<file path="src/design/edd_pkg.sv">
// Shared constants and types for the error-diffusion dither.
package edd_pkg;

    localparam int MAX_WIDTH_DEF   = 2048;
    localparam int SAMPLE_BITS_DEF = 8;
    localparam int SAMPLE_W        = 8;
    localparam int LINE_W          = 12;
    localparam logic [LINE_W-1:0] LINE_WIDTH_RST = 12'd640;
    localparam int QUEUE_DEPTH     = 4;
    localparam int N_CH            = 3;

    typedef struct packed {
        logic bank;
        logic skip_above;
        logic row_start;
        logic row_end;
    } t_item_ctl;

    localparam int CTL_W = $bits(t_item_ctl);

endpackage

</file>
<file path="src/design/edd_queue.sv">
// Short FIFO between the front end and the diffusion back end.
module edd_queue import edd_pkg::*; #(
    parameter int DATA_W = 8,
    parameter int DEPTH  = QUEUE_DEPTH
) (
    input  logic              i_clk,
    input  logic              i_rst_n,
    input  logic              i_push,
    input  logic [DATA_W-1:0] i_data,
    output logic              o_full,
    input  logic              i_pop,
    output logic              o_valid,
    output logic [DATA_W-1:0] o_data
);

    localparam int AW   = (DEPTH > 1) ? $clog2(DEPTH) : 1;
    localparam int CNTW = $clog2(DEPTH + 1);

    logic [DATA_W-1:0] r_mem [DEPTH];
    logic [AW-1:0]     r_wr_ptr, n_wr_ptr;
    logic [AW-1:0]     r_rd_ptr, n_rd_ptr;
    logic [CNTW-1:0]   r_count, n_count;

    assign o_full  = (r_count == CNTW'(DEPTH));
    assign o_valid = (r_count != '0);
    assign o_data  = r_mem[r_rd_ptr];

    always_comb begin
        n_wr_ptr = r_wr_ptr;
        n_rd_ptr = r_rd_ptr;
        n_count  = r_count;
        if (i_push) begin
            n_wr_ptr = (r_wr_ptr == AW'(DEPTH - 1)) ? '0 : r_wr_ptr + AW'(1);
        end
        if (i_pop) begin
            n_rd_ptr = (r_rd_ptr == AW'(DEPTH - 1)) ? '0 : r_rd_ptr + AW'(1);
        end
        if (i_push && !i_pop) begin
            n_count = r_count + CNTW'(1);
        end else if (i_pop && !i_push) begin
            n_count = r_count - CNTW'(1);
        end
    end

    always_ff @(posedge i_clk) begin
        if (i_push) begin
            r_mem[r_wr_ptr] <= i_data;
        end
    end

    always_ff @(posedge i_clk) begin
        if (!i_rst_n) begin
            r_wr_ptr <= '0;
            r_rd_ptr <= '0;
            r_count  <= '0;
        end else begin
            r_wr_ptr <= n_wr_ptr;
            r_rd_ptr <= n_rd_ptr;
            r_count  <= n_count;
        end
    end

endmodule

</file>
<file path="config.mk">
export PLATFORM = sky130hd
export DESIGN_NAME = edd_queue
export DESIGN_NICKNAME = d
export VERILOG_FILES = /design/src/design/edd_pkg.sv /design/src/design/edd_queue.sv
export SDC_FILE = /design/constraint.sdc
export NUM_CORES = 1
export LEC_CHECK = 0
export ABC_AREA = 1
export CORE_MARGIN = 2
export CORE_UTILIZATION = 61
export CTS_CLUSTER_DIAMETER = 50
export DETAILED_ROUTE_END_ITERATION = 10
export DONT_BUFFER_PORTS = 1
export PLACE_DENSITY = 0.8
export SYNTH_ARGS = -nofsm -noshare
export SYNTH_HDL_FRONTEND = slang
export SYNTH_SLANG_ARGS = --single-unit
export TNS_END_PERCENT = 1
</file>
<file path="constraint.sdc">
create_clock -name i_clk -period 1.68 [get_ports i_clk]
set_input_delay 0.252 -clock i_clk [delete_from_list [all_inputs] [get_ports i_clk]]
set_output_delay 0.252 -clock i_clk [all_outputs]
set_load 0.02 [all_outputs]
</file>
[Word level (Yosys, flattened, before mapping)]
Memory sizes are Yosys's and may differ from the RTL's. A register that Yosys moved wholly into a read port is not among the register bits.
Index checks and enable logic that the tools add are counted.
Storage, ports and cells
  memories: 1
  memory bits (writable): 32
  word-level logic and storage cells: 25
  register bits: 7
  bits of input ports: 12
  output and inout bits: 10
Operators by class
  reduce and logical (&&, ||, !) cells: 6
  equality and inequality tests: 3
  muxes and demuxes: 8
  add/subtract/negate cells: 4
Memories
  r_mem: depth 4, bits a word 8, rd ports 1, clocked after memory_dff 1, write ports 1, RTL line edd_queue.sv:19  | logic [DATA_W-1:0] r_mem [DEPTH];
Operators by type and width (count)
  two-way mux 2 bit: 4
  two-way mux 3 bit: 2
  adder 2 x 1 -> 2 bit (second input constant): 2
  == test 2 bit (second input constant): 2
  adder 3 x 1 -> 3 bit (second input constant): 1
  == test 3 bit (second input constant): 1
  nonzero test 3 bit: 1
  subtractor 3 x 1 -> 3 bit (second input constant): 1
  logical AND 1 bit: 2
  zero test 1 bit: 2
  two-way mux 1 bit: 2
  nonzero test 2 bit: 1

[Depth between registers and ports, before layout]
Gate-level depths: netlist of the first run.
  depth in word-level cells: 4
  depth in mapped cells: 10
  gate-level depth less buffers: 10

[Worst setup path after synthesis of the first run]
No wires, ideal clock.
  path kind: input to register
  from: in i_pop
  to: reg r_count[2]
  setup time: 110 ps
  slack: 377 ps
  stages on the path: 10
  buffers on the path: 0
  data arrival time: 1193 ps
  data required time: 1570 ps
  cells stage by stage: inv_1 -> ha_1 -> inv_1 -> fa_1 -> inv_1 -> nand2_1 -> nand3_1 -> nand2_1 -> inv_1 -> nor2_1
Between the ends
  word-level cells in the longest chain between the ends: 3
  elaborated cells on any way between the ends: 5
  those cells by class: mux: 1; reduce/logical: 4
Ends and longest elaborated chain
  from (decl): RTL line edd_queue.sv:11  | input logic i_pop,
  zero test 1 bit: RTL line edd_queue.sv:38  | if (i_push && !i_pop) begin
  logical AND 1 bit: RTL line edd_queue.sv:38
  two-way mux 3 bit or nonzero test 2 bit (tied branches)
  to (signal assigned): RTL line edd_queue.sv:59  | r_count <= n_count;
  to (decl): RTL line edd_queue.sv:22  | logic [CNTW-1:0] r_count, n_count;
Several ways; a longest one is shown, not always the timed one.
A chain may end at the register's enable or synchronous reset.

==> reports/metrics.cfg, run 1 <==
[timing]
fin_crit_ps=1620
hold_viol=0
finClkSkew_ps=7.71
setup_slack_ps=59.0
rsz0062_at_grt=no
max_freq_ghz=0.617
timing.slew.headroom=0.767
finalSetupViolations=0
tightest_slew_ps=349
tns_ps=0
drv_slew=0
fin_crit_sh=0.965

[drt]
via_per_inst=5.60
antenna_left=0
first_pass_iters=5
routedWlPerCell_um=15.3
drtIter0Drc=41
wl_mm=2.93
dr_total_vias=1076
route.detailed.drc=0

[synthesis]
syn_area_mm2=0.00165
seq_area_frac_synth=0.690
syn_avg_cell_area_um2=12.2
yosys_warnings=0
ys_seq_elements=41
synthCells=136
yosysUniqueCellTypes=19
syn-num-nets=155

[setup_path]
crit_path_start_kind=register
cp_data_arrival_time_ps=1370
crit_chain=clkbuf_2 -> o21ai_0 -> o22ai_1 -> buf_4
cp_max_fo=6
slowest_stage=dfxtp_4
end_kind=output pin
crit_path_max_incr_delay_ps=420
crit_required_ps=1430
crit_type=register to output pin

[cts]
cts-root-buf=clkbuf_4
htreeDepth=2
clock_latency_ps=350
clock_path_buffers=2
clock_sinks=41
numCtsBuffers=5
clk_pin_slew_ps=120
cts_tree=yes

[place]
placed_cells=174
pre_cts_ws_ps=250
port_buffers=0
hpwl_mm=1.95
place_congestion=0.780

[floorplanning]
dieArea_mm2=0.00314
die_h_um=56.1
pin_count=22
coreArea_mm2=0.00252
rows=18
start_util=0.656
die_x_um=56.1

[power_and_ir_drop]
p_per_area_mw_per_mm2=1080
vdd_drop_max_mv=0.867
leakage_nw=0.768

[final_layout]
diodes=0
fin_util=0.765
layout-drive-gt1-share=0.167
fin_nets=180
final_cell_mix=32 x edfxtp_1, 23 x nor2_1, 14 x inv_1, 14 x o21ai_0, 10 x buf_4
final_common_cell=edfxtp_1
fin_cells=192
synthToLayoutAreaGrowth_pct=16.6

[global_route]
grt_pass1_wl_mm=4.69
grt_max_degree=17
overflow=0
globalRouteTotalUtil=0.206
antenna_found_initial=0
grt_pass1_vias=1049

[job]
drv_cap=0

[hold_path]
hold_path_class=input port to register

[status]
status=completed

[repair_timing]
item                       CTS  global route
buffers inserted             0             1
gates resized for setup      3             5
hold buffers                 9             0
hold endpoints to repair    33             0
setup endpoints to repair    8             8
[Yosys cell counts]
library cell,count,area share
o21ai_0,15,0.045
dfxtp_1,9,0.11
o21ai_1,2,0.0061
inv_1,15,0.034
nor3_1,3,0.0091
a21oi_1,3,0.0091
nand2_1,9,0.020
buf_6,2,0.014
nor2_1,23,0.052
inv_2,1,0.0023
ha_1,6,0.045
o22ai_1,8,0.030
edfxtp_1,32,0.58
nand3_1,1,0.0030
nand4_1,1,0.0038
o21ai_2,2,0.011
fa_1,1,0.012
nor2_2,2,0.0076
xor2_1,1,0.0053
[path summary, 6_finish.rpt]
kind	start	end	slack [ps]	depth (start not counted)
max	register	o_data[3]	60	4
min	i_rst_n	r_wr_ptr[1]$_SDFFE_PN0P_	30	2
max reg2reg	r_count[0]$_SDFFE_PN0P_	r_count[2]$_SDFFE_PN0P_	410	5
min reg2reg	r_wr_ptr[1]$_SDFFE_PN0P_	r_wr_ptr[1]$_SDFFE_PN0P_	540	2
[final cells by class]
| type | count | area, µm² |
|---|---|---|
| clock buffer | 6 | 62.6 |
| clock inverter | 2 | 15.0 |
| fill | 162 | 593 |
| inverter | 16 | 67.6 |
| multi-input combinational | 77 | 430 |
| sequential | 41 | 1150 |
| tap | 30 | 37.5 |
| timing repair buffer | 20 | 170 |
[metrics by stage]
| stage | power, W | hold slack (ps) | cell area, µm² |
|---|---|---|---|
| after floorplan | 0.00139 | 351 | 1650 |
| after global placement | 0.00146 | 351 | 1740 |
| after detailed placement | 0.00148 | 351 | 1740 |
| after CTS | 0.00207 | 7.21 | 1920 |
| after global routing | 0.00217 | 37.0 | 1930 |
| final | 0.00208 | 34.3 | 1930 |
[flip-flops by register name, indices dropped and copies added (netlist names), named ones only]
name / cells
r_mem: 32
r_wr_ptr: 2
r_count: 3
r_rd_ptr: 2
[kinds of logic (layout without fill, tap and decap cells)]
| logic type | count (synthesis) | count (layout) | share of synthesized area |
|---|---|---|---|
| buf+inv | 18 | 44 | 0.0499 |
| flops | 41 | 41 | 0.690 |
| xor+xnor | 1 | 1 | 0.00530 |
| fa+ha+maj | 7 | 7 | 0.0575 |
| simple gates | 39 | 39 | 0.0961 |
| compound gates | 30 | 30 | 0.101 |
[worst max-delay path: cells and delay by family (launching register included)]
kind            cells  cell delay [ps]
buf+inv             2              330
flops               1              420
compound gates      2              270
[report_power, final]
group	internal [W]	leakage [nW]	switching, W
Clock	0.000257	0.0439	0.000325
Sequential	0.00115	0.370	0.0000388
Combinational	0.000121	0.354	0.000185
[per-layer routing]
metal	vias to the layer above	global-route usage	wire, µm
met4	0	0.129	66
met5	-	0	0
met2	37	0.365	1530
met3	9	0.0488	152
met1	503	0.217	1180
li1	527	-	-
No activity file was read; power rests on OpenSTA's default activity.
==> run 2: changes to the inputs <==
--- a/config.mk
+++ b/config.mk
@@ -7,11 +7,12 @@
 export LEC_CHECK = 0
 export ABC_AREA = 1
 export CORE_MARGIN = 2
-export CORE_UTILIZATION = 61
+export CORE_UTILIZATION = 30
 export CTS_CLUSTER_DIAMETER = 50
 export DETAILED_ROUTE_END_ITERATION = 10
 export DONT_BUFFER_PORTS = 1
-export PLACE_DENSITY = 0.8
+export HOLD_SLACK_MARGIN = 0.05
+export PLACE_DENSITY = 0.47
 export SYNTH_ARGS = -nofsm -noshare
 export SYNTH_HDL_FRONTEND = slang
 export SYNTH_SLANG_ARGS = --single-unit
==> run 2 against run 1 <==
- first-iteration DRC count grew 44%
- final cell count is 21% higher
- worst hold slack better by 42 ps
- sequential power about the same
- worst setup slack better by 17 ps
- combinational power is essentially flat
- routed wire length rose by 9.8%
- clock skew hardly changed
- register-to-register slack worse by 50 ps
- total power up 9.0%
- largest cell class unchanged
- non-clock buffer count is 1 lower
==> reports/metrics.cfg, run 2 (synthesized netlist as in run 1, its figures left out) <==
[setup_path]
cp_max_fo=10  ; was 6
reg2reg_slack_ps=360  ; was 410 ps
reg2reg_depth=3  ; was 5
crit_type=register to output pin  ; unchanged
crit_chain=buf_4 -> o21ai_0 -> o22ai_1 -> buf_4  ; was clkbuf_2 -> o21ai_0 -> o22ai_1 -> buf_4
cp_data_arrival_time_ps=1350  ; was 1370 ps
crit_path_start_kind=register  ; unchanged
crit_path_max_incr_delay_ps=410  ; was 420 ps
crit_required_ps=1430  ; about the same
end_kind=output pin  ; unchanged
slowest_stage=dfxtp_4  ; unchanged
r2r-end=r_mem[3][6]$_DFFE_PP_  ; was r_count[2]$_SDFFE_PN0P_
r2r_start=r_wr_ptr[0]$_SDFFE_PN0P_  ; was r_count[0]$_SDFFE_PN0P_
cpMostUsedCell=buf_4

[drt]
via_per_inst=4.47  ; was 5.60
route.detailed.drc=0  ; unchanged
routedWlPerCell_um=13.8  ; was 15.3 µm
wl_mm=3.22  ; was 2.93 mm
first_pass_iters=4  ; was 5
dr_total_vias=1041  ; was 1076
drtIter0Drc=59  ; was 41
antenna_left=0  ; unchanged

[floorplanning]
die_h_um=78.3  ; was 56.1 µm
rows=27  ; was 18
pin_count=22  ; unchanged
dieArea_mm2=0.00612  ; was 0.00314 mm²
die_x_um=78.3  ; was 56.1 µm
start_util=0.306  ; was 0.656
coreArea_mm2=0.00541  ; was 0.00252 mm²

[hold_path]
hold_path_depth=2  ; unchanged
min_to=r_count[2]$_SDFFE_PN0P_  ; was r_wr_ptr[1]$_SDFFE_PN0P_
hold_path.startpoint=i_rst_n  ; unchanged
hold_path_class=input port to register  ; unchanged

[place]
place_congestion=0.772  ; was 0.780
port_buffers=0  ; unchanged
place_area_mm2=0.00180  ; was 0.00174 mm²
hpwl_mm=2.25  ; was 1.95 mm

[global_route]
grt_pass1_wl_mm=5.18  ; was 4.69 mm
grt_pass1_vias=1010  ; was 1049
antenna_found_initial=0  ; unchanged
overflow=0  ; unchanged
globalRouteTotalUtil=0.115  ; was 0.206
grt_max_degree=17  ; unchanged

[final_layout]
final_common_cell=edfxtp_1  ; unchanged
fillers=556  ; was 162
fin_nets=179  ; was 180
top_regs=r_mem (32), r_count (3)  ; unchanged
largest_register_ffs=32  ; unchanged
regMostFlops=r_mem  ; unchanged
stdcell_area_mm2=0.00200  ; was 0.00193 mm²
fin_util=0.370  ; was 0.765
final_cell_mix=32 x edfxtp_1, 23 x nor2_1, 15 x o21ai_0  ; was 32 x edfxtp_1, 23 x nor2_1, 14 x inv_1, 14 x o21ai_0, 10 x buf_4
diodes=0  ; unchanged
synthToLayoutAreaGrowth_pct=20.9  ; was 16.6%
layout-drive-gt1-share=0.161  ; was 0.167

[timing]
rsz0062_at_grt=yes  ; was no
fin_crit_sh=0.955  ; was 0.965
hold_viol=0  ; unchanged
finalSetupViolations=0  ; unchanged
tightest_slew_ps=399  ; was 349 ps
timing.slew.headroom=0.734  ; was 0.767
drv_slew=0  ; unchanged
worst_hold_slack_ps=76.2  ; was 34.3 ps
finClkSkew_ps=7.25  ; was 7.71 ps
max_freq_ghz=0.624  ; was 0.617 GHz
fin_crit_ps=1600  ; was 1620 ps
tns_ps=0  ; unchanged

[power_and_ir_drop]
p_per_area_mw_per_mm2=1130  ; was 1080 mW/mm²
leakage_nw=0.774  ; was 0.768 nW
power_w=0.00226  ; was 0.00208 W
vdd_drop_max_mv=0.372  ; was 0.867 mV

[job]
drv_cap=0  ; unchanged

[cts]
numCtsBuffers=5  ; unchanged
clock_sinks=41  ; unchanged
clock_latency_ps=290  ; was 350 ps
cts-root-buf=clkbuf_8  ; was clkbuf_4
htreeDepth=2  ; unchanged
clk_pin_slew_ps=80  ; was 120 ps
postCtsSetupRepairBufs=0  ; unchanged
cts_tree=yes  ; unchanged
clock_path_buffers=2  ; unchanged

[status]
status=completed  ; unchanged

[run 2: power breakdown]
part / switching, W / total (W) / leakage [nW] / internal [W]
combinational: 0.000186 / 0.000304 / 0.350 / 0.000118
clock: 0.000333 / 0.000774 / 0.0552 / 0.000441
sequential: 0.0000350 / 0.00118 / 0.370 / 0.00115
total: 0.000553 / 0.00226 / 0.774 / 0.00171
[run 2: layout make-up]
type                            instances  area (µm²)  share of cell area
Tap cell                               72        90.1              0.0451
Timing Repair Buffer                   19         163              0.0814
Sequential cell                        41        1150               0.573
Inverter                               16        62.6              0.0313
Multi-Input combinational cell         77         430               0.215
Clock buffer                            6        72.6              0.0363
Clock inverter                          2        35.0              0.0175
[run 2: worst max-delay path: cells and delay by family, from the launching register on]
| kind | cells | cell delay (ps) |
|---|---|---|
| flops | 1 | 410 |
| compound gates | 2 | 310 |
| buf+inv | 2 | 350 |
[run 2: per-layer routing]
metal	part of all wire	up-vias	track usage
li1	-	520	-
met1	0.43	491	0.145
met2	0.50	23	0.173
met3	0.053	7	0.0448
met4	0.020	0	0.0526
met5	0	-	0
[run 2: timing repair]
item,CTS,global route
hold endpoints to repair,32,0
endpoints found under the setup margin,8,6
gates resized for setup,2,4
hold buffers,8,0
[run 2: worst max-delay path by stage]
stage	from	endpoint	slack, ps	depth (start not counted)
floorplan	i_pop	r_count[2]$_SDFFE_PN0P_	380	10
global placement	i_pop	r_count[2]$_SDFFE_PN0P_	300	10
detailed placement	register	o_data[0]	250	4
CTS	register	o_data[5]	30	4
global route	register	o_data[0]	-10	4
finish	register	o_data[0]	80	4
[run 2: per-stage QoR]
step,cells,worst slack (ps)
2_1_floorplan,136,377
3_3_place_gp,217,301
3_5_place_dp,217,253
4_1_cts,233,27.9
5_1_grt,233,-10.2
6_report,233,76.4
==> run 3: changes to the inputs <==
==> constraint.sdc (replaced) <==
create_clock -name i_clk -period 1.85 [get_ports i_clk]
set_input_delay 0.2775 -clock i_clk [delete_from_list [all_inputs] [get_ports i_clk]]
set_output_delay 0.2775 -clock i_clk [all_outputs]
set_load 0.02 [all_outputs]
==> run 3 against run 2 <==
- sequential share of layout area increased by 2.5 points
- combinational power decreased by 18%
- worst hold slack got worse by 1.6 ps
- non-clock buffer count decreased by 9
- first-iteration DRC count decreased by 10%
- clock skew increased by 3.5 ps
- register-to-register slack improved by 150 ps
- critical path type unchanged
- critical path depth unchanged
- die area unchanged
- total power decreased by 11%
==> reports/metrics.cfg, run 3 (synthesized netlist as in run 1, its figures left out) <==
[global_route]
top_usage_layer=met2  ; unchanged
met1_usage=0.125  ; was 0.145
met2_usage=0.174  ; was 0.173
overflow=0  ; unchanged
globalRouteTotalUtil=0.108  ; was 0.115
grt_pass1_vias=1028  ; was 1010
grt_max_degree=17  ; unchanged
grt_util_met3=0.0448  ; unchanged
antenna_found_initial=0  ; unchanged
grt_pass1_wl_mm=4.97  ; was 5.18 mm

[timing]
drv_slew=0  ; unchanged
fin_crit_ps=1670
tightest_slew_ps=427  ; was 399 ps
finClkSkew_ps=10.8  ; was 7.25 ps
timing.slew.headroom=0.715  ; was 0.734
rsz0062_at_grt=no  ; was yes
tns_ps=0  ; unchanged
hold_viol=0  ; unchanged
max_freq_ghz=0.599
fin_crit_sh=0.902
finalSetupViolations=0  ; unchanged

[power_and_ir_drop]
p_int_w=0.00152  ; was 0.00171 W
switchingPower_w=0.000481  ; was 0.000553 W
pwr-share-comb=0.124  ; was 0.134
power_frac_seq=0.538  ; was 0.524
leakage_nw=0.736  ; was 0.774 nW
p_per_area_mw_per_mm2=1050  ; was 1130 mW/mm²
swShare=0.240  ; was 0.245
clock_power_share=0.338  ; was 0.342
power_w=0.00200  ; was 0.00226 W
vdd_drop_max_mv=0.355  ; was 0.372 mV

[setup_path]
slowest_stage=dfxtp_2  ; was dfxtp_4
cp_data_arrival_time_ps=1390  ; was 1350 ps
end_kind=output pin  ; unchanged
crit_chain=inv_2 -> nor2_1 -> o22ai_1 -> buf_4  ; was buf_4 -> o21ai_0 -> o22ai_1 -> buf_4
crit_required_ps=1570  ; was 1430 ps
critical_path_buf_inv_count=2  ; unchanged
crit_path_max_incr_delay_ps=370  ; was 410 ps
cp_max_fo=16  ; was 10
crit_type=register to output pin  ; unchanged
path_delay_family=buffers and inverters  ; was flip-flops
crit_path_start_kind=register  ; unchanged

[final_layout]
layout-drive-gt1-share=0.151  ; was 0.161
largest_register_ffs=32  ; unchanged
fin_nets=170  ; was 179
diodes=0  ; unchanged
synthToLayoutAreaGrowth_pct=15.4  ; was 20.9%
final_common_cell=edfxtp_1  ; unchanged
top_regs=r_mem (32), r_count (3)  ; unchanged
regMostFlops=r_mem  ; unchanged
final_cell_mix=32 x edfxtp_1, 23 x nor2_1, 15 x inv_1, 15 x o21ai_0, 10 x buf_4  ; was 32 x edfxtp_1, 23 x nor2_1, 15 x o21ai_0

[drt]
via_per_inst=4.55  ; was 4.47
routedWlPerCell_um=14.0  ; was 13.8 µm
dr_total_vias=1020  ; was 1041
wl_mm=3.14  ; was 3.22 mm
first_pass_iters=4  ; unchanged
route.detailed.drc=0  ; unchanged
drtIter0Drc=53  ; was 59
antenna_left=0  ; unchanged

[cts]
postCtsSetupRepairBufs=0  ; unchanged
clock_latency_ps=290  ; about the same
cts-root-buf=clkbuf_8  ; unchanged
htreeDepth=2  ; unchanged
cts_tree=yes  ; unchanged
clock_path_buffers=2  ; unchanged
clk_pin_slew_ps=80  ; about the same
numCtsBuffers=5  ; unchanged
clock_sinks=41  ; unchanged

[floorplanning]
coreArea_mm2=0.00541  ; unchanged
rows=27  ; unchanged
start_util=0.306  ; unchanged
die_h_um=78.3  ; unchanged
die_x_um=78.3  ; unchanged
dieArea_mm2=0.00612  ; unchanged
pin_count=22  ; unchanged

[job]
drv_cap=0  ; unchanged

[status]
status=completed  ; unchanged

[place]
port_buffers=0  ; unchanged
hpwl_mm=2.19  ; was 2.25 mm
place_congestion=0.761  ; was 0.772

[hold_path]
hold_path_class=input port to register  ; unchanged

-- run 3: layout make-up --
class,count,area (µm²)
fill,556,3500
tap,72,90.1
timing repair buffer,10,75.1
clock buffer,8,111
sequential,41,1140
inverter,16,60.1
multi-input combinational,77,430
-- run 3: layer usage --
layer	share of wire	wire [µm]
met5	0	0
met4	0.016	50
met3	0.069	216
met2	0.49	1530
met1	0.43	1340
-- run 3: timing repair --
item | 4_1_cts | 5_1_grt
setup endpoints to repair | 0 | 1
gates resized for setup | 0 | 1
hold buffers | 0 | 0
-- run 3: path summary, 6_finish.rpt --
path | startpoint | to | slack [ps] | cells after the start
worst max-delay path | register | o_data[5] | 180 | 4
worst min-delay path | i_data[5] | r_mem[0][5]$_DFFE_PP_ | 70 | 0
worst max register to register | r_wr_ptr[0]$_SDFFE_PN0P_ | r_mem[3][2]$_DFFE_PP_ | 510 | 3
worst min register to register | r_wr_ptr[1]$_SDFFE_PN0P_ | r_wr_ptr[1]$_SDFFE_PN0P_ | 550 | 2
-- run 3: power groups by stage --
| stage | Sequential [W] | Clock (W) | Combinational (W) |
|---|---|---|---|
| 2_1_floorplan | 0.00109 | 0 | 0.000178 |
| 3_3_place_gp | 0.00110 | 0 | 0.000245 |
| 3_5_place_dp | 0.00110 | 0 | 0.000250 |
| 4_1_cts | 0.00108 | 0.000690 | 0.000251 |
| 5_1_grt | 0.00108 | 0.000730 | 0.000274 |
| 6_report | 0.00108 | 0.000678 | 0.000248 |
-- run 3: stage by stage --
| stage | instances | util | hold slack, ps | instance area [µm²] | worst slack (ps) |
|---|---|---|---|---|---|
| floorplan | 136 | - | 376 | 1650 | 522 |
| global placement | 216 | 0.332 | 377 | 1800 | 452 |
| detailed placement | 216 | 0.332 | 377 | 1800 | 426 |
| CTS | 224 | 0.353 | 66.2 | 1910 | 106 |
| global route | 224 | 0.353 | 57.4 | 1910 | 59.5 |
| finish | 224 | 0.353 | 74.6 | 1910 | 182 |
