`src/design/edd_pkg.sv`:
```
// Shared constants and types for the error-diffusion dither.
package edd_pkg;

    localparam int MAX_WIDTH_DEF   = 2048;
    localparam int SAMPLE_BITS_DEF = 8;
    localparam int SAMPLE_W        = 8;
    localparam int LINE_W          = 12;
    localparam logic [LINE_W-1:0] LINE_WIDTH_RST = 12'd640;
    localparam int QUEUE_DEPTH     = 4;
    localparam int N_CH            = 3;

    typedef struct packed {
        logic bank;
        logic skip_above;
        logic row_start;
        logic row_end;
    } t_item_ctl;

    localparam int CTL_W = $bits(t_item_ctl);

endpackage

```
`src/design/edd_front.sv`:
```
// Front end: pixel intake, line width register, row and column tracking.
module edd_front import edd_pkg::*; #(
    parameter int MAX_WIDTH   = MAX_WIDTH_DEF,
    parameter int SAMPLE_BITS = SAMPLE_BITS_DEF,
    localparam int CW         = $clog2(MAX_WIDTH)
) (
    input  logic                   i_clk,
    input  logic                   i_rst_n,
    input  logic                   i_in_valid,
    input  logic [SAMPLE_W-1:0]    i_red_sample,
    input  logic [SAMPLE_W-1:0]    i_green_sample,
    input  logic [SAMPLE_W-1:0]    i_blue_sample,
    input  logic                   i_start_of_frame,
    input  logic                   i_cfg_wr_en,
    input  logic [LINE_W-1:0]      i_cfg_wr_data,
    input  logic                   i_q_full,
    output logic                   o_push,
    output t_item_ctl              o_ctl,
    output logic [CW-1:0]          o_col,
    output logic [SAMPLE_BITS-1:0] o_red,
    output logic [SAMPLE_BITS-1:0] o_green,
    output logic [SAMPLE_BITS-1:0] o_blue
);

    localparam int PW   = (SAMPLE_BITS > SAMPLE_W) ? SAMPLE_BITS : SAMPLE_W;
    localparam int CMPW = (LINE_W > CW + 1) ? LINE_W : CW + 1;

    logic [LINE_W-1:0] r_line_width, n_line_width;
    logic [CW-1:0]     r_col, n_col;
    logic              r_bank, n_bank;
    logic              r_first, n_first;

    logic [CW-1:0]   col;
    logic            first;
    logic            last;
    logic [CMPW-1:0] col_inc;
    logic [PW-1:0]   red_x, green_x, blue_x;

    assign o_push = i_in_valid && !i_q_full;

    always_comb begin
        red_x   = PW'(i_red_sample);
        green_x = PW'(i_green_sample);
        blue_x  = PW'(i_blue_sample);
        o_red   = red_x[SAMPLE_BITS-1:0];
        o_green = green_x[SAMPLE_BITS-1:0];
        o_blue  = blue_x[SAMPLE_BITS-1:0];

        col     = i_start_of_frame ? '0 : r_col;
        first   = i_start_of_frame || r_first;
        col_inc = CMPW'(col) + CMPW'(1);
        last    = (r_line_width == '0) || (col_inc >= CMPW'(r_line_width))
                  || (col_inc >= CMPW'(MAX_WIDTH));

        o_col            = col;
        o_ctl.bank       = r_bank;
        o_ctl.skip_above = first;
        o_ctl.row_start  = (col == '0);
        o_ctl.row_end    = last;

        n_line_width = i_cfg_wr_en ? i_cfg_wr_data : r_line_width;
        n_col        = r_col;
        n_bank       = r_bank;
        n_first      = r_first;
        if (o_push) begin
            if (last) begin
                n_col   = '0;
                n_bank  = !r_bank;
                n_first = 1'b0;
            end else begin
                n_col   = col_inc[CW-1:0];
                n_first = first;
            end
        end
    end

    always_ff @(posedge i_clk) begin
        if (!i_rst_n) begin
            r_line_width <= LINE_WIDTH_RST;
            r_col        <= '0;
            r_bank       <= 1'b0;
            r_first      <= 1'b1;
        end else begin
            r_line_width <= n_line_width;
            r_col        <= n_col;
            r_bank       <= n_bank;
            r_first      <= n_first;
        end
    end

endmodule

```
`config.mk`:
```
export PLATFORM = sky130hd
export DESIGN_NAME = edd_front
export DESIGN_NICKNAME = d
export VERILOG_FILES = /design/src/design/edd_pkg.sv /design/src/design/edd_front.sv
export SDC_FILE = /design/constraint.sdc
export NUM_CORES = 1
export LEC_CHECK = 0
export BUFFER_PORTS_ARGS = -buffer_cell sky130_fd_sc_hd__buf_2
export CAP_MARGIN = 10
export CORE_MARGIN = 1
export CORE_UTILIZATION = 50
export CTS_CLUSTER_SIZE = 12
export DETAILED_ROUTE_END_ITERATION = 12
export GPL_ROUTABILITY_DRIVEN = 1
export PLACE_DENSITY = 0.95
export SLEW_MARGIN = 0
export SYNTH_ARGS = -nofsm -noshare
export SYNTH_HDL_FRONTEND = slang
export SYNTH_SLANG_ARGS = --single-unit
```
`constraint.sdc`:
```
create_clock -name i_clk -period 17.13 [get_ports i_clk]
set_input_delay 5.139 -clock i_clk [delete_from_list [all_inputs] [get_ports i_clk]]
set_output_delay 5.139 -clock i_clk [all_outputs]
set_load 0.005 [all_outputs]
```
# Yosys cells after proc, flatten, opt, wreduce, memory -nomap -nowiden
# Index checks and enable logic that the tools add are counted.
# W data, S select, Z words.
[op_classes]
muxes = 3
magnitude_cmp = 2
add_sub_neg = 1
n_reduce_logical = 9
[op_table]
columns = ["cell", "count"]
rows = [
  ["$mux W11", 2],
  ["$add A11 B1 Y12 const B", 1],
  ["$ge A12 B12 Y1", 1],
  ["$ge A12 B12 Y1 const B", 1],
  ["$logic_not A12 Y1", 1],
  ["$logic_not A11 Y1", 1],
  ["$logic_or A1 B1 Y1", 3],
  ["$logic_not A1 Y1", 2],
  ["$reduce_and A2 Y1", 1],
  ["$logic_and A1 B1 Y1", 1],
  ["$mux W1", 1],
]
[word_totals]
reg_bits = 25
wordCells = 19
out_inout_bits = 40
input_bits = 42

# Logic depth before layout (Yosys ltp)
# Gate-level depths: netlist of the first run.
[logic_depth]
depth_word = 6
depth_mapped = 15
depth_no_buf = 13

# Worst setup path after synthesis of the first run
# No wires, ideal clock.
[synth_path]
path_type = "input-to-output"
from = "in i_start_of_frame"
to = "out o_ctl[0] in the netlist's numbering"
path_slack_ps = 4323
stages = 14
n_path_buf = 2
t_required_ps = 11991
arrival_ps = 7668
path_cell_list = "clkbuf_1 -> nor2b_1 -> ha_1 -> nand2_1 -> nor4_1 -> nand3_1 -> xnor2_1 -> ha_1 -> and4_1 -> a221oi_1 -> o211ai_1 -> a211oi_2 -> inv_1 -> buf_4"
[synth_via]
elab_chain_cells = 5
word_cells_on_any_way = 6
cone_classes = "1 x add/sub; 2 x order compare; 1 x mux; 2 x reduce/logical"
[synth_lines]
columns = ["item", "line", "text"]
rows = [
  ["start: declaration", "edd_front.sv:13", "input logic i_start_of_frame,"],
  ["$mux W11 (*)", "edd_front.sv:49", "col = i_start_of_frame ? '0 : r_col;"],
  ["via o_col[0]", "edd_front.sv:19", "output logic [CW-1:0] o_col,"],
  ["$add A11 B1 Y12 (*)", "edd_front.sv:51", "col_inc = CMPW'(col) + CMPW'(1);"],
  ["$ge A12 B12 Y1", "edd_front.sv:52", "last = (r_line_width == '0) || (col_inc >= CMPW'(r_line_width))"],
  ["$logic_or A1 B1 Y1", "edd_front.sv:52", ""],
  ["$logic_or A1 B1 Y1 (*)", "edd_front.sv:53", "|| (col_inc >= CMPW'(MAX_WIDTH));"],
  ["end: declaration", "edd_front.sv:18", "output t_item_ctl o_ctl,"],
]
# Mark *: on every way through the listed nets, which the timed path passes. The rest lies on a longest branch.

==> metrics.csv, run 1 <==
stage,metric,value,unit
floorplan,die_area,3654,um^2
critical_path,crit_arrival,7.92,ns
synthesis,avgSynthCellArea,8.989,um^2
detailed_routing,wl_per_cell,13.68,um
job,cap_viol_max_count,0,
place,hpwl,2.498,mm
detailed_routing,vias,1258,
critical_path,cp-startpoint,i_start_of_frame,
floorplan,rows,20,
pwr,internal_power,0.00007520,W
global_route,grt_usage,0.2011,
critical_path,ff2ff_path_depth,13,
floorplan,io_pins,82,
synthesis,synth_compound_area_frac,0.1158,
timing,slew_violations,0,
critical_path,worstSetupStartpointType,input port,
synthesis,synth-xor-area-share,0.04615,
timing,worst_hold_slack,0.4795,ns
critical_path,required,11.99,ns
detailed_routing,first_iter_violations,22,
pwr,pwr-share-clk,0.263,
synthesis,synth_area_leaders,"dfxtp_1 (29%), buf_4 (12%), ha_1 (10%)",
timing,slew_headroom,0.4700,
synthesis,synth_flop_cell,dfxtp_1,
global_route,antenna_found_initial,0,
timing,fin_crit_sh,0.7621,
synthesis,async_flop_share,0,
synthesis,synth_cell_type_count,35,
clock_tree,hold_buffers,0,
pwr,p_per_area,59.02,nW/um^2
pwr,switching_share,0.2589,
clock_tree,clk_latency,0.32,ns
timing,tightest_slew,0.7933,ns
synthesis,post-synth-top-area-fraction,0.2930,
synthesis,synth_top_family_by_area,simple AND/OR/NAND/NOR gates,
synthesis,synth.area.mux_share,0.06447,
layout,area_delta_synth_final,0.6594,%
clock_tree,cts.sinks,25,
global_route,grt_max_degree,18,
detailed_routing,postRouteAntennaNets,0,
synthesis,synth_cells,190,
layout,final_cell_mix,"buf_2 (33), dfxtp_1 (25), nor2b_1 (22), inv_1 (15), ha_1 (14)",
clock_tree,cts_buffers,3,
layout,fin_cells,237,
pwr,combPwrFrac,0.128,
synthesis,synth-simple-area-share,0.2066,
critical_path,critical_path_class,in2out,
place,io_buffers,33,
clock_tree,clock_path_buffers,2,
clock_tree,h-tree-depth,1,
clock_tree,cts-root-buf,clkbuf_4,
clock_tree,cts_tree,yes,
synthesis,synth_nets,246,
timing,fin_crit,13.05,ns
critical_path,cp_max_fo,14,
layout,layout_commonest_cell,buf_2,
timing,rsz0062_at_grt,no,
pwr,peakVddDrop,0.03761,mV
layout,fillCellCount,320,
critical_path,setup.worst_path.end_class,primary output,
floorplan,coreArea,3153,um^2
floorplan,die_h,60.45,um
layout,drive_gt1_frac,0.2176,
detailed_routing,route.met2.wl,1.494,mm
detailed_routing,top_layer,met4,
critical_path,r2r-start,r_col[0],
detailed_routing,drc,0,
timing,setup_violations,0,
detailed_routing,vias_per_cell,5.308,
detailed_routing,drtPass1Iterations,4,
place,routabilityCongestion,0.8837,
pwr,power_frac_seq,0.609,
pwr,power_switching,0.00002627,W
synthesis,yosys_register_bits,25,
synthesis,synth_fa_ha_area_frac,0.1026,
detailed_routing,routed-wl-met3,208,um
clock_tree,cts_setup_buffers,0,
timing,finClkSkew,0.007987,ns
global_route,overflow,0,
detailed_routing,wl_met1,1.475,mm
layout,diodes,0,
clock_tree,clkSlewWorstSetupHoldPaths,0.13,ns
run_status,run_status,completed,
global_route,grt_pass1_vias,1298,
floorplan,initial_core_util,0.5417,
synthesis,ys_warn_count,0,
detailed_routing,routed_wl,3.242,mm
pwr,total_power,0.0001015,W
place,place_inst,233,
min_path,hold_class,reg2reg,
min_path,whs_path_depth,2,
min_path,hold_start,r_bank,
floorplan,die_width,60.45,um
synthesis,ys_seq_area_frac,0.2930,
synthesis,synth.cell_area,1708,um^2
timing,hold_violations,0,
timing,fmax,76.60,MHz
synthesis,yosysTopAreaCell,dfxtp_1,
layout,nets,250,
pwr,leakage,0.8341,nW
global_route,grt_pass1_wl,5.589,mm
timing,tns,0,ns
synthesis,synth_edf_count,0,
clock_tree,postCtsResizedCells,0,
## cells by family (layout without fill, tap and decap cells)
| logic type | Yosys count | in the layout |
|---|---|---|
| simple gates | 57 | 57 |
| buf+inv | 49 | 52 |
| compound gates | 25 | 25 |
| flops | 25 | 25 |
| fa+ha+maj | 14 | 14 |
| mux | 11 | 11 |
| xor+xnor | 9 | 9 |
## flip-flops by register name (all words and copies together) (netlist names)
| register | cells |
|---|---|
| r_bank | 1 |
| r_col | 11 |
| r_line_width | 12 |
| r_first | 1 |
## stage by stage
| step | util | area (um^2) | setup slack, ns |
|---|---|---|---|
| floorplan | - | 1708 | 4.323 |
| global placement | 0.5365 | 1692 | 4.221 |
| detailed placement | 0.5365 | 1692 | 4.110 |
| CTS | 0.5452 | 1719 | 4.102 |
| global route | 0.5452 | 1719 | 3.762 |
| finish | 0.5452 | 1719 | 4.076 |
## path summary, 6_finish.rpt
path | slack (ns) | to
max | 4.08 | o_ctl[0]
min | 0.48 | r_bank
max reg2reg | 13.78 | r_col[2]
min reg2reg | 0.48 | r_bank
## Yosys cell counts (all sizes together) (3+ instances only)
library cell and number:
a21oi 3, buf 28, xnor2 5, nand2b 3
a22o 11, clkbuf 6, and3 4, nand2 8
inv 15, xor2 4, mux2i 11, dfxtp 25
ha 14, nor2b 22, nor4 7, o211ai 3
nand3 6
## area by class of cell
cell class,count,area (um^2),share of cell area
Clock buffer,3,22.52,0.01310
Clock inverter,1,5.005,0.002911
Multi-Input combinational cell,116,914.6,0.5320
Sequential cell,25,500.5,0.2911
Inverter,15,56.30,0.03275
Timing Repair Buffer,33,165.2,0.09607
Tap cell,44,55.05,0.03202
## metal layers
metal,global-route usage,vias to the layer above
li1,-,632
met1,0.2565,575
met2,0.3328,41
met3,0.04264,10
met4,0.07792,0
met5,0,-
## critical path: stages
cell      delay, ns
buf_2          0.19
nor2b_1        0.24
ha_1           0.25
nand2_1        0.07
nor4_1         0.34
nand3_1        0.15
xnor2_1        0.21
ha_1           0.28
and4_1         0.16
a221oi_1       0.23
o211ai_1       0.15
a211oi_2       0.29
inv_1          0.07
buf_2          0.13
## power groups by stage
stage,logic [W],clock network (W),registers [W]
4_1_cts,0.0000131,0.0000267,0.0000617
6_report,0.0000130,0.0000267,0.0000618
3_5_place_dp,0.0000129,0,0.0000630
5_1_grt,0.0000149,0.0000300,0.0000621
2_1_floorplan,0.0000138,0,0.0000625
3_3_place_gp,0.0000126,0,0.0000629
(Power assumes the default switching activity.)
==> run 2, diff against run 1 <==
--- a/config.mk
+++ b/config.mk
@@ -8,11 +8,11 @@
 export BUFFER_PORTS_ARGS = -buffer_cell sky130_fd_sc_hd__buf_2
 export CAP_MARGIN = 10
 export CORE_MARGIN = 1
-export CORE_UTILIZATION = 50
+export CORE_UTILIZATION = 46
 export CTS_CLUSTER_SIZE = 12
 export DETAILED_ROUTE_END_ITERATION = 12
 export GPL_ROUTABILITY_DRIVEN = 1
-export PLACE_DENSITY = 0.95
+export PLACE_DENSITY = 0.92
 export SLEW_MARGIN = 0
 export SYNTH_ARGS = -nofsm -noshare
 export SYNTH_HDL_FRONTEND = slang
==> constraint.sdc (replaced) <==
create_clock -name i_clk -period 12.2 [get_ports i_clk]
set_input_delay 3.66 -clock i_clk [delete_from_list [all_inputs] [get_ports i_clk]]
set_output_delay 3.66 -clock i_clk [all_outputs]
set_load 0.005 [all_outputs]
==> run 2 against run 1 <==
Compared with the run above:
- clock skew decreased by 0.0057 ns
- routed wire length increased by 1.4%
- combinational power increased by 41%
- global-route usage decreased by 2.6 points
- critical endpoint unchanged
- total power increased by 53%
- die area increased by 8.4%
- clock power increased by 90%
- largest power group unchanged
- utilization decreased by 4.0 points
- setup slack got worse by 2.0 ns
- largest cell class unchanged
- highest routed layer unchanged
- sequential power increased by 40%
- final cell count increased by 0.84%
==> metrics.csv, run 2 (same netlist as run 1, synthesis figures left out) <==
stage,metric,value,unit,change
detailed_routing,vias,1280,,+1.7%
pwr,peakVddDrop,0.04221,mV,+12%
layout,fillCellCount,320,,unchanged
global_route,grt_max_degree,18,,unchanged
global_route,grt_usage,0.1755,,-0.02559
place,hpwl,2.528,mm,+1.2%
clock_tree,cts_tree,yes,,
detailed_routing,vias_per_cell,5.356,,+0.90%
timing,setup_violations,0,,unchanged
floorplan,die_area,3960,um^2,+8.4%
layout,largest_reg_flops,12,,unchanged
timing,fin_crit,10.09,ns,
pwr,power_frac_seq,0.558,,-0.051
clock_tree,cts_buffers,3,,unchanged
clock_tree,clkSlewWorstSetupHoldPaths,0.09,ns,-0.04 ns
floorplan,die_width,62.93,um,+4.1%
clock_tree,clk_latency,0.27,ns,-0.05 ns
global_route,overflow,0,,unchanged
layout,final_cell_mix,"buf_2 (33), dfxtp_1 (25), nor2b_1 (22), inv_1 (15), ha_1 (14)",,
pwr,switching_share,0.2545,,-0.004394
clock_tree,clock_path_buffers,2,,unchanged
pwr,pwr-share-clk,0.325,,+0.062
timing,slew_headroom,0.4633,,-0.006698
job,cap_viol_max_count,0,,unchanged
pwr,p_per_area,89.47,nW/um^2,+52%
timing,finClkSkew,0.002282,ns,-0.005706 ns
layout,top_regs,"r_line_width: 12 flops, r_col: 11 flops",,
timing,fin_crit_sh,0.8272,,
detailed_routing,drtPass1Iterations,4,,unchanged
timing,fmax,99.10,MHz,
floorplan,io_pins,82,,unchanged
pwr,power_switching,0.00003963,W,+51%
layout,nets,250,,unchanged
clock_tree,hold_buffers,0,,unchanged
timing,hold_violations,0,,unchanged
place,routabilityCongestion,0.8966,,+1.5%
pwr,combPwrFrac,0.118,,-0.010
critical_path,required,8.54,ns,-3.45 ns
timing,tightest_slew,0.8033,ns,+0.01003 ns
timing,tns,0,ns,unchanged
place,io_buffers,33,,unchanged
critical_path,crit_path_max_incr_delay,0.30,ns,-0.04 ns
timing,slew_violations,0,,unchanged
global_route,antenna_found_initial,0,,unchanged
detailed_routing,first_iter_violations,43,,+95%
global_route,grt_pass1_wl,5.602,mm,+0.23%
critical_path,slowest_stage,nor4_1,,
critical_path,critical_path_class,in2out,,
global_route,grt_pass1_vias,1257,,-3.2%
floorplan,initial_core_util,0.4962,,-0.04548
clock_tree,cts_setup_buffers,0,,unchanged
clock_tree,cts-root-buf,clkbuf_8,,
clock_tree,h-tree-depth,1,,unchanged
critical_path,setup.worst_path.end_class,primary output,,
layout,layout_commonest_cell,buf_2,,
layout,final_core_util,0.5056,,-0.03960
run_status,run_status,completed,,
critical_path,worstSetupStartpointType,input port,,
detailed_routing,postRouteAntennaNets,0,,unchanged
critical_path,path_cells,buf_2 -> nor2b_1 -> ha_1 -> nand2_1 -> nor4_1 -> nand3_1 -> xnor2_1 -> ha_1 -> and4_1 -> a221oi_1 -> o211ai_1 -> a211oi_2 -> inv_1 -> buf_2,,
clock_tree,postCtsResizedCells,0,,unchanged
detailed_routing,drc,0,,unchanged
floorplan,rows,21,,+5.0%
clock_tree,cts.sinks,25,,unchanged
pwr,internal_power,0.0001161,W,+54%
min_path,hold_class,reg2reg,,
detailed_routing,routed_wl,3.286,mm,+1.4%
layout,largest_register,r_line_width,,
timing,rsz0062_at_grt,no,,
floorplan,die_h,62.93,um,+4.1%
pwr,leakage,0.8418,nW,+0.93%
critical_path,crit_arrival,6.43,ns,-1.49 ns
critical_path,cp_max_fo,14,,unchanged
layout,area_delta_synth_final,1.905,%,
layout,drive_gt1_frac,0.2176,,unchanged
detailed_routing,wl_per_cell,13.75,um,+0.51%
floorplan,coreArea,3442,um^2,+9.2%
layout,diodes,0,,unchanged
run 2: changes by cell type in the layout (fill, tap and decap cells not counted):
cell / previous run / this run
clkbuf_4: 3 / 0
clkbuf_8: 0 / 3
run 2: cell type report:
type | instances | area, um^2 | share of cell area
timing repair buffer | 33 | 165.2 | 0.09490
clock buffer | 3 | 41.29 | 0.02372
tap | 46 | 57.56 | 0.03307
clock inverter | 1 | 5.005 | 0.002876
sequential | 25 | 500.5 | 0.2876
multi-input combinational | 116 | 914.6 | 0.5255
inverter | 15 | 56.30 | 0.03235
run 2: path summary, 6_finish.rpt:
kind / end / slack [ns] / cells after the start / from
setup / recovery: o_ctl[0] / 2.11 / 14 / i_start_of_frame
hold / removal: r_bank / 0.48 / 2 / r_bank
setup reg to reg: r_col[8] / 8.83 / 13 / r_col[0]
hold reg to reg: r_bank / 0.48 / 2 / r_bank
run 2: worst max-delay path, delay by kind of cell:
family / cells / cell delay (ns)
AND/OR/NAND/NOR: 5 / 0.94
AO/OA/AOI/OAI: 3 / 0.70
adder cells (fa/ha/maj): 2 / 0.54
buffers and inverters: 3 / 0.39
XOR/XNOR: 1 / 0.21
run 2: routing by layer:
layer,GRT usage,vias to the layer above,part of all wire
li1,-,633,-
met3,0.02372,12,0.049
met4,0.09884,0,0.021
met2,0.2917,37,0.47
met1,0.2151,598,0.46
met5,0,-,0
run 2: power by group through the flow:
stage	Clock (W)	Sequential (W)	Combinational, W
floorplan	0	0.0000878	0.0000193
finish	0.0000506	0.0000868	0.0000183
global route	0.0000551	0.0000872	0.0000206
global placement	0	0.0000886	0.0000176
detailed placement	0	0.0000887	0.0000182
CTS	0.0000521	0.0000868	0.0000184
run 2: per-stage QoR:
stage	instances	total power (W)	setup slack [ns]	hold WS, ns	area (um^2)
2_1_floorplan	190	0.0001071	2.351	0.4430	1708
3_3_place_gp	235	0.0001062	2.244	0.4529	1694
3_5_place_dp	235	0.0001069	2.114	0.4705	1694
4_1_cts	239	0.0001573	2.093	0.4906	1740
5_1_grt	239	0.0001629	1.783	0.5267	1740
6_report	239	0.0001557	2.109	0.4779	1740
==> run 3, diff against run 2 <==
==> constraint.sdc (replaced) <==
create_clock -name i_clk -period 9.9 [get_ports i_clk]
set_input_delay 2.97 -clock i_clk [delete_from_list [all_inputs] [get_ports i_clk]]
set_output_delay 2.97 -clock i_clk [all_outputs]
set_load 0.005 [all_outputs]
==> run 3 against run 2 <==
Compared with the run above:
- count of clock-buffer cells in the layout did not move
- routed wire length fell by 0.76%
- sequential power rose by 23%
- first-iteration DRC count fell by 9.3%
- flip-flop and latch count did not move
- final cell count did not move
- critical path type unchanged
- worst hold slack improved by 0.0058 ns
==> metrics.csv, run 3 (same netlist as run 1, synthesis figures left out) <==
stage,metric,value,unit,change
floorplan,die_width,62.93,um,unchanged
global_route,grt_usage,0.1723,,-0.003197
clock_tree,cts.sinks,25,,unchanged
pwr,power_frac_seq,0.560,,+0.002
layout,layout_commonest_cell,buf_2,,
timing,finClkSkew,0.005324,ns,+0.003042 ns
place,io_buffers,33,,unchanged
global_route,grt_pass1_vias,1247,,-0.80%
min_path,hold_class,reg2reg,,
pwr,peakVddDrop,0.05117,mV,+21%
timing,worst_slack,1.153,ns,-0.9554 ns
critical_path,worstSetupStartpointType,input port,,
critical_path,critical_path_class,in2out,,
detailed_routing,first_iter_violations,39,,-9.3%
global_route,grt_pass1_wl,5.540,mm,-1.1%
timing,tightest_slew,0.8246,ns,+0.02132 ns
floorplan,coreArea,3442,um^2,unchanged
detailed_routing,postRouteAntennaNets,0,,unchanged
layout,diodes,0,,unchanged
detailed_routing,drtPass1Iterations,4,,unchanged
pwr,total_power,0.0001911,W,+23%
clock_tree,clock_path_buffers,2,,unchanged
layout,largest_reg_flops,12,,unchanged
run_status,run_status,completed,,
critical_path,required,6.93,ns,-1.61 ns
clock_tree,cts_buffers,3,,unchanged
critical_path,slowest_stage,nor4_1,,
critical_path,cp_max_fo,14,,unchanged
layout,fin_cells,239,,unchanged
pwr,switching_share,0.2514,,-0.003096
timing,hold_violations,0,,unchanged
global_route,grt_max_degree,18,,unchanged
global_route,overflow,0,,unchanged
critical_path,crit_arrival,5.78,ns,-0.65 ns
clock_tree,hold_buffers,0,,unchanged
layout,top_regs,"r_line_width: 12 flops, r_col: 11 flops",,
pwr,leakage,0.8418,nW,unchanged
pwr,p_per_area,109.8,nW/um^2,+23%
place,place_inst,235,,unchanged
pwr,power_switching,0.00004803,W,+21%
detailed_routing,wl_per_cell,13.64,um,-0.76%
detailed_routing,vias_per_cell,5.343,,-0.23%
critical_path,crit_path_max_incr_delay,0.31,ns,about the same
place,routabilityCongestion,0.8967,,about the same
timing,setup_violations,0,,unchanged
global_route,antenna_found_initial,0,,unchanged
job,cap_viol_max_count,0,,unchanged
timing,tns,0,ns,unchanged
clock_tree,cts_setup_buffers,0,,unchanged
layout,largest_register,r_line_width,,
layout,final_cell_mix,"buf_2 (33), dfxtp_1 (25), nor2b_1 (22), inv_1 (15), ha_1 (14)",,
pwr,combPwrFrac,0.118,,about the same
floorplan,initial_core_util,0.4962,,unchanged
clock_tree,h-tree-depth,1,,unchanged
clock_tree,postCtsResizedCells,0,,unchanged
critical_path,setup.worst_path.end_class,primary output,,
clock_tree,cts_tree,yes,,
floorplan,die_h,62.93,um,unchanged
detailed_routing,routed_wl,3.261,mm,-0.76%
floorplan,die_area,3960,um^2,unchanged
floorplan,rows,21,,unchanged
clock_tree,clkSlewWorstSetupHoldPaths,0.09,ns,about the same
timing,fmax,114.3,MHz,
timing,rsz0062_at_grt,no,,
place,dp_slack,1.202,ns,-0.9120 ns
clock_tree,clk_latency,0.27,ns,about the same
place,hpwl,2.543,mm,+0.58%
pwr,internal_power,0.0001430,W,+23%
floorplan,io_pins,82,,unchanged
clock_tree,cts-root-buf,clkbuf_8,,
critical_path,crit_family,simple AND/OR/NAND/NOR gates,,
layout,nets,250,,unchanged
timing,worst_hold_slack,0.4837,ns,+0.005766 ns
detailed_routing,vias,1277,,-0.23%
layout,fillCellCount,313,,-2.2%
detailed_routing,drc,0,,unchanged
layout,drive_gt1_frac,0.2176,,unchanged
layout,area_delta_synth_final,1.905,%,unchanged
critical_path,path_cells,buf_2 -> nor2b_1 -> ha_1 -> nand2_1 -> nor4_1 -> nand3_1 -> xnor2_1 -> ha_1 -> and4_1 -> a221oi_1 -> o211ai_1 -> a211oi_2 -> inv_1 -> buf_2,,
timing,slew_violations,0,,unchanged
timing,slew_headroom,0.4491,,-0.01424
critical_path,crit_buf_inv,3,,unchanged
timing,fin_crit,8.747,ns,
timing,fin_crit_sh,0.8835,,
pwr,pwr-share-clk,0.322,,-0.003
## run 3: worst paths after layout
check,start,end,slack [ns],cells past startpoint
hold reg to reg,r_bank,r_bank,0.48,2
setup / recovery,i_start_of_frame,o_ctl[0],1.15,14
hold / removal,r_bank,r_bank,0.48,2
setup reg to reg,r_col[0],r_col[8],6.50,13
## run 3: area by class of cell
class | count | area [um^2] | share of cell area
Clock buffer | 3 | 41.29 | 0.02372
Clock inverter | 1 | 5.005 | 0.002876
Inverter | 15 | 56.30 | 0.03235
Multi-Input combinational cell | 116 | 914.6 | 0.5255
Sequential cell | 25 | 500.5 | 0.2876
Tap cell | 46 | 57.56 | 0.03307
Timing Repair Buffer | 33 | 165.2 | 0.09490
## run 3: per-stage QoR
stage / instance area, um^2 / utilization
2_1_floorplan: 1708 / -
3_3_place_gp: 1694 / 0.4922
3_5_place_dp: 1694 / 0.4922
4_1_cts: 1740 / 0.5056
5_1_grt: 1740 / 0.5056
6_report: 1740 / 0.5056
## run 3: power by group through the flow
stage	sequential [W]	combinational (W)	clock, W
after floorplan	0.000108	0.0000238	0
after global placement	0.000109	0.0000217	0
after detailed placement	0.000109	0.0000224	0
after CTS	0.000107	0.0000226	0.0000638
after global routing	0.000107	0.0000254	0.0000669
final	0.000107	0.0000225	0.0000616
## run 3: layer usage
layer,vias up,track usage,wire (um)
met3,12,0.02190,162
met5,-,0,0
met2,37,0.2944,1595
li1,632,-,-
met1,596,0.2058,1434
met4,0,0.09593,68
## run 3: worst reg2reg max path: cells and delay by family, from the launching register on
kind	cells	cell delay [ns]
AO/OA/AOI/OAI	4	0.90
adder cells (fa/ha/maj)	2	0.53
AND/OR/NAND/NOR	6	1.28
XOR/XNOR	1	0.22
flip-flops	1	0.41
